**config.mk**
```make
export PLATFORM = sky130hd
export DESIGN_NAME = slcs_set_update
export DESIGN_NICKNAME = d
export VERILOG_FILES = /design/src/hdl/slcs_pkg.sv /design/src/hdl/slcs_set_update.sv
export SDC_FILE = /design/constraint.sdc
export NUM_CORES = 1
export LEC_CHECK = 0
export ABC_AREA = 1
export BUFFER_PORTS_ARGS = -buffer_cell sky130_fd_sc_hd__buf_2
export CORE_AREA = 2 2 462 464
export DETAILED_ROUTE_END_ITERATION = 10
export DIE_AREA = 0 0 464 466
export SLEW_MARGIN = 30
export SYNTH_ARGS = -nofsm -noshare
export SYNTH_HDL_FRONTEND = slang
export SYNTH_SLANG_ARGS = --single-unit
export TNS_END_PERCENT = 5
```
**constraint.sdc**
```tcl
create_clock -name vclk -period 14
set_input_delay 2.1 -clock vclk [all_inputs]
set_output_delay 2.1 -clock vclk [all_outputs]
set_load 0.01 [all_outputs]
```
**src/hdl/slcs_pkg.sv**
```systemverilog
// Shared constants and types for the set-associative LRU cache statistics unit.
`default_nettype none
package slcs_pkg;
    // configuration register indexes
    localparam logic [1:0] CFG_SET_BITS   = 2'd0;
    localparam logic [1:0] CFG_BLOCK_BITS = 2'd1;
    localparam logic [1:0] CFG_WAYS       = 2'd2;

    localparam logic [3:0] MAX_BLOCK_BITS = 4'd12;
    localparam logic [11:0] DLINE_MAX     = 12'hFFF;
    localparam logic [35:0] DEVICT_MAX    = 36'hF_FFFF_FFFF;
    localparam logic [31:0] SAT32         = 32'hFFFF_FFFF;

    // per-access outcome from the set update logic
    typedef struct packed {
        logic hit;
        logic evicted;
        logic dirty_evicted;
        logic dirty_inc;
        logic dirty_dec;
    } upd_flags_t;
endpackage
`default_nettype wire

```
**src/hdl/slcs_set_update.sv**
```systemverilog
// Lookup, victim choice and LRU rank update for one cache set.
`default_nettype none
module slcs_set_update #(
    parameter int MAX_WAYS = 8,
    parameter int TAG_W    = 64,
    parameter int RANK_W   = 3,
    parameter int WAY_CW   = 4
) (
    input  wire logic [MAX_WAYS-1:0]             valid_i,
    input  wire logic [MAX_WAYS-1:0]             dirty_i,
    input  wire logic [MAX_WAYS-1:0][RANK_W-1:0] rank_i,
    input  wire logic [MAX_WAYS-1:0][TAG_W-1:0]  tag_i,
    input  wire logic [WAY_CW-1:0]               nw_i,
    input  wire logic                            store_i,
    input  wire logic [TAG_W-1:0]                tag_new_i,
    output      logic [MAX_WAYS-1:0]             valid_o,
    output      logic [MAX_WAYS-1:0]             dirty_o,
    output      logic [MAX_WAYS-1:0][RANK_W-1:0] rank_o,
    output      logic [MAX_WAYS-1:0][TAG_W-1:0]  tag_o,
    output      slcs_pkg::upd_flags_t            flags_o
);
    import slcs_pkg::*;

    localparam int WAY_IW = (MAX_WAYS > 1) ? $clog2(MAX_WAYS) : 1;
    localparam logic [RANK_W-1:0] RANK_TOP = RANK_W'(MAX_WAYS - 1);

    logic [MAX_WAYS-1:0] in_use;
    logic                hit;
    logic [WAY_IW-1:0]   hit_way;
    logic                free_found;
    logic [WAY_IW-1:0]   free_way;
    logic [WAY_IW-1:0]   vic_way;
    logic [WAY_IW-1:0]   sel;
    logic                unbounded;
    logic [RANK_W-1:0]   r;
    logic                d_old;

    // hit search and first free line, lowest way wins
    always_comb begin
        hit        = 1'b0;
        hit_way    = '0;
        free_found = 1'b0;
        free_way   = '0;
        for (int i = MAX_WAYS - 1; i >= 0; i--) begin
            in_use[i] = (WAY_CW'(i) < nw_i);
            if (in_use[i] && valid_i[i] && tag_i[i] == tag_new_i) begin
                hit     = 1'b1;
                hit_way = WAY_IW'(i);
            end
            if (in_use[i] && !valid_i[i]) begin
                free_found = 1'b1;
                free_way   = WAY_IW'(i);
            end
        end
    end

    // victim: highest rank, ties to the lowest way
    always_comb begin
        vic_way = '0;
        for (int i = 1; i < MAX_WAYS; i++) begin
            if (in_use[i] && rank_i[i] > rank_i[vic_way]) vic_way = WAY_IW'(i);
        end
    end

    always_comb begin
        sel       = hit ? hit_way : (free_found ? free_way : vic_way);
        unbounded = !hit && free_found;
        r         = rank_i[sel];
        d_old     = dirty_i[sel];
    end

    // new set contents
    always_comb begin
        valid_o = valid_i;
        dirty_o = dirty_i;
        tag_o   = tag_i;
        for (int i = 0; i < MAX_WAYS; i++) begin
            if (WAY_IW'(i) == sel) begin
                rank_o[i] = '0;
            end else if (in_use[i] && valid_i[i] && (unbounded || rank_i[i] < r)
                         && rank_i[i] != RANK_TOP) begin
                rank_o[i] = rank_i[i] + 1'b1;
            end else begin
                rank_o[i] = rank_i[i];
            end
        end
        valid_o[sel] = 1'b1;
        dirty_o[sel] = hit ? (d_old | store_i) : store_i;
        if (!hit) tag_o[sel] = tag_new_i;
    end

    always_comb begin
        flags_o.hit           = hit;
        flags_o.evicted       = !hit && !free_found;
        flags_o.dirty_evicted = !hit && !free_found && d_old;
        flags_o.dirty_inc     = store_i && !d_old;
        flags_o.dirty_dec     = !store_i && d_old && !hit && !free_found;
    end
endmodule
`default_nettype wire

```
==> qor.yml, run 1 <==
status: "complete, but fails checks"
failed_checks: "negative setup slack"
area.sequential_sq_um: 0
cpPeakStageDelay_ps: 330
dpl.cell_count: 7956
die_y_um: 466
fin_setup_tns_ps: -57.6
p_seq_frac: 0
core_region_area_sq_um: 211000
drt-total-wl_um: 385000
arrival_ps: 11950
timing.hold.worst_path_depth: 3
endpoint_kind: "output pin"
die_x_um: 464
critPathKind: "input pin to output pin"
worst_path_most_repeated_cell: "buf_4"
stdcell_count: 8192
gp_congestion: 1.07
cp_num_buf_inv: 22
cp_max_fo: 8
initial_utilization: 0.0877
synthTopCellsByArea: "nand2_1 (28%), o21ai_0 (13%), xnor2_1 (10%)"
p_per_area_nw_per_um2: 83.7
final_common_cell: "nand2_1"
clkPwrFrac: 0
switching_share: 0.663
fill_cells: 25300
p_switching_mw: 1.79
hpwlAfterDp_um: 327000
synth_nets: 4458
p_int_mw: 0.913
routedWlPerCell_um: 47.0
p_leak_nw: 16.0
dieArea_sq_um: 216000
crit_slowest_cell: "ha_1"
place_ws_ps: -1120
route.detailed.drc: 0
worst_slew_pin_slew_ps: 1110
maxCapViolCount: 0
synth_top_area_frac: 0.282
rows: 169
drv_slew: 0
syn_avg_cell_area_sq_um: 4.89
p_comb_frac: 1.000
power.total_mw: 2.71
max_freq_mhz: 71.2
dpl_cell_area_sq_um: 30300
final_cell_mix: "nand2_1 (1337), buf_2 (1091), o21ai_0 (403)"
finalSetupViolCount: 4
hold_path.class: "input pin to output pin"
final_core_util: 0.153
grt_start_max_net_pins: 59
grt_pass1_wl_um: 452000
dr.first_iter.drc_count: 5055
synthDistinctLibCells: 55
firstDrtPassIters: 6
nClkBuffers: 0
io_pins: 1178
grtUsageTotal: 0.338
antenna_found_initial: 317
grt_overflow: 0
yosysTopAreaCell: "nand2_1"
timing.final.crit_share: 1.00
setup_slack_ps: -45.4
whs_ps: 4470
ys.warnings.count: 0
seq_cells: 0
holdBufCountCts: 0
ys_seq_area_frac: 0
rsz0062_at_grt: "yes"
postLayoutCellArea_sq_um: 32400
area_growth_pct: 74.6
synth_area_sq_um: 18500
via_per_inst: 4.53
whs_endpoint: "flags_o[0]"
num-nets-final: 5844
route.antenna.remaining_nets: 0
hp-start: "store_i"
via_count: 37100
min_period_ps: 14050
cp.required_ps: 11900
port_buffers: 1178
slew_headroom: 0.258
syn_inst: 3792
drive_gt1_frac: 0.362
grt_pass1_vias: 32800
critPathLaunchType: "input pin"
finalHoldViolations: 0
vdd_drop_max_uv: 99.7
crit_family: "simple AND/OR/NAND/NOR gates"
-- cells in the mapped netlist (11+ instances only) --
cell	count
nand3_1	147
buf_2	41
ha_1	45
inv_2	47
a21oi_1	33
clkbuf_1	85
o21ai_0	471
nand2_1	1394
nor2_4	11
or2_1	23
nand3b_1	22
o21ai_1	85
inv_1	322
nand4_1	117
or2_2	12
xnor2_1	220
nor4_1	17
nor3_1	16
xor2_1	113
buf_4	42
nor2_1	404
nand2_2	24
-- logic make-up after synthesis --
family	count (synthesis)	synth area share
and+or+nand+nor	2240	0.512
buffers and inverters	556	0.129
AOI/OAI and AO/OA	618	0.171
adders and majority gates	45	0.0304
xor gates and xnor gates	333	0.157
-- layout make-up --
type / count / area, sq um / area share
Multi-Input combinational cell: 3237 / 17000 / 0.526
Timing Repair Buffer: 1564 / 9880 / 0.305
Inverter: 375 / 1440 / 0.0445
Tap cell: 2821 / 3530 / 0.109
Antenna cell: 195 / 488 / 0.0151
-- what timing repair did --
item,CTS,global route
buffers inserted,33,9
gates cloned,0,1
pin swaps,84,99
endpoints found under the setup margin,541,555
gates resized for setup,147,297
-- tightest hold or removal path: stages --
cell	delay (ps)
buf_2	90
nor4_1	40
buf_2	140
-- worst max-delay path by stage --
stage	startpoint	endpoint	slack, ps	depth (start not counted)
2_1_floorplan	rank_i[2]	rank_o[19]	130	79
3_3_place_gp	rank_i[5]	rank_o[21]	-1410	82
3_5_place_dp	rank_i[5]	rank_o[21]	-1120	81
4_1_cts	rank_i[5]	rank_o[14]	-70	83
5_1_grt	rank_i[2]	rank_o[8]	-640	83
6_report	rank_i[5]	rank_o[8]	-50	83
-- power by group through the flow --
stage          logic [mW]  registers [mW]  clock network, mW
6_report             2.71               0        0.000000434
5_1_grt              2.81               0        0.000000824
4_1_cts              2.48               0                  0
3_5_place_dp         2.27               0                  0
3_3_place_gp         2.30               0                  0
2_1_floorplan       0.897               0                  0
-- per-layer routing --
layer	GRT usage	vias to the layer above	routed length, um
met4	0.212	78	26600
met1	0.383	17600	143000
li1	-	15100	-
met5	0.00812	-	483
met2	0.514	3379	166000
met3	0.152	905	49300
Note: power is estimated with default switching activity, not from simulation.
==> inputs of run 2 (changes only) <==
--- a/config.mk
+++ b/config.mk
@@ -14,4 +14,3 @@
 export SYNTH_ARGS = -nofsm -noshare
 export SYNTH_HDL_FRONTEND = slang
 export SYNTH_SLANG_ARGS = --single-unit
-export TNS_END_PERCENT = 5
==> qor.yml, run 2 (synthesized netlist as in run 1, its figures left out) <==
status: "completed"  # was complete, but fails checks
whs_endpoint: "flags_o[0]"  # unchanged
final_cell_mix: "nand2_1 (1294), buf_2 (1055), nor2_1 (365)"  # was nand2_1 (1337), buf_2 (1091), o21ai_0 (403)
drv_slew: 0  # unchanged
finalHoldViolations: 0  # unchanged
p_per_area_nw_per_um2: 81.3  # was 83.7 nW/um^2
place_ws_ps: -1120  # unchanged
rows: 169  # unchanged
grt_pass1_vias: 32800  # unchanged
cp.required_ps: 11900  # about the same
min_period_ps: 14000  # was 14050 ps
route.detailed.drc: 0  # unchanged
route.antenna.remaining_nets: 0  # unchanged
critPathLaunchType: "input pin"  # unchanged
setup_slack_ps: 3.61  # was -45.4 ps
vdd_drop_max_uv: 99.9  # was 99.7 uV
final_common_cell: "nand2_1"  # unchanged
worst_slew_pin_slew_ps: 1140  # was 1110 ps
io_pins: 1178  # unchanged
max_freq_mhz: 71.4  # was 71.2 MHz
endpoint_kind: "output pin"  # unchanged
hpwlAfterDp_um: 327000  # unchanged
cpPeakStageDelay_ps: 330  # about the same
seq_cells: 0  # unchanged
critPathKind: "input pin to output pin"  # unchanged
stdcell_count: 8247  # was 8192
via_per_inst: 4.58  # was 4.53
crit_slowest_cell: "ha_1"  # unchanged
arrival_ps: 11900  # was 11950 ps
die_x_um: 464  # unchanged
initial_utilization: 0.0877  # unchanged
drive_gt1_frac: 0.390  # was 0.362
hp-start: "store_i"  # unchanged
finalSetupViolCount: 0  # was 4
dieArea_sq_um: 216000  # unchanged
port_buffers: 1178  # unchanged
cp_max_fo: 8  # unchanged
routedWlPerCell_um: 47.5  # was 47.0 um
nClkBuffers: 0  # unchanged
maxCapViolCount: 0  # unchanged
dpl.cell_count: 7956  # unchanged
gp_congestion: 1.07  # unchanged
rsz0062_at_grt: "yes"  # unchanged
holdBufCountCts: 0  # unchanged
grtUsageTotal: 0.338  # unchanged
timing.final.crit_share: 1.00  # about the same
grt_overflow: 0  # unchanged
timing.hold.worst_path_depth: 3  # unchanged
core_region_area_sq_um: 211000  # unchanged
grt_start_max_net_pins: 59  # unchanged
dr.first_iter.drc_count: 5476  # was 5055
area.sequential_sq_um: 0  # unchanged
via_count: 37700  # was 37100
drt-total-wl_um: 391000  # was 385000 um
p_leak_nw: 16.8  # was 16.0 nW
hold_path.class: "input pin to output pin"  # unchanged
die_y_um: 466  # unchanged
firstDrtPassIters: 6  # unchanged
slew_headroom: 0.238  # was 0.258
grt_pass1_wl_um: 452000  # unchanged
worst_path_most_repeated_cell: "buf_4"  # unchanged
area_growth_pct: 84.5  # was 74.6%
num-nets-final: 5890  # was 5844
antenna_found_initial: 309  # was 317
run 2: report_power, final:
part	switching [mW]	leakage (nW)	internal, mW
sequential	0	0	0
combinational	1.83	16.8	0.955
clock	0	0.00129	0.000000581
total	1.83	16.8	0.955
run 2: cell type report:
class	instances	area, sq um
multi-input combinational	3237	17600
antenna	204	510
inverter	375	1460
fill	25200	177000
tap	2821	3530
timing repair buffer	1610	11100
run 2: through the flow:
step / power (mW) / util / hold slack, ps / TNS [ps] / instance area, sq um
global placement: 2.30 / 0.143 / 4470 / -264680 / 30300
finish: 2.78 / 0.162 / 4470 / 0 / 34200
CTS: 2.48 / 0.147 / 4480 / -422 / 31000
detailed placement: 2.27 / 0.143 / 4480 / -155260 / 30300
floorplan: 0.897 / - / 4250 / 0 / 18500
global route: 2.89 / 0.161 / 4490 / -36800 / 34000
run 2: metal layers:
| layer | vias up | global-route usage | part of all wire |
|---|---|---|---|
| met5 | - | 0.00812 | 0.0013 |
| met3 | 981 | 0.152 | 0.13 |
| li1 | 15200 | - | - |
| met4 | 82 | 0.212 | 0.074 |
| met2 | 3483 | 0.514 | 0.43 |
| met1 | 18000 | 0.383 | 0.37 |
run 2: timing repair:
item                                    in CTS  in global routing
resized for setup                          147                666
gates cloned                                 0                 27
endpoints found under the setup margin     541                555
setup buffers                               33                 33
pin swaps                                   84                103
run 2: critical path: cells and delay by family:
family                   cells  cell delay, ps
AO/OA/AOI/OAI               15            1960
adder cells (fa/ha/maj)      7            2000
buffers and inverters       22            2460
AND/OR/NAND/NOR             39            3360
run 2: worst max path at each step:
stage / start / end / slack, ps
6_report: rank_i[5] / rank_o[8] / 4
5_1_grt: rank_i[2] / rank_o[8] / -630
4_1_cts: rank_i[5] / rank_o[14] / -70
3_5_place_dp: rank_i[5] / rank_o[21] / -1120
3_3_place_gp: rank_i[5] / rank_o[21] / -1410
2_1_floorplan: rank_i[2] / rank_o[19] / 130
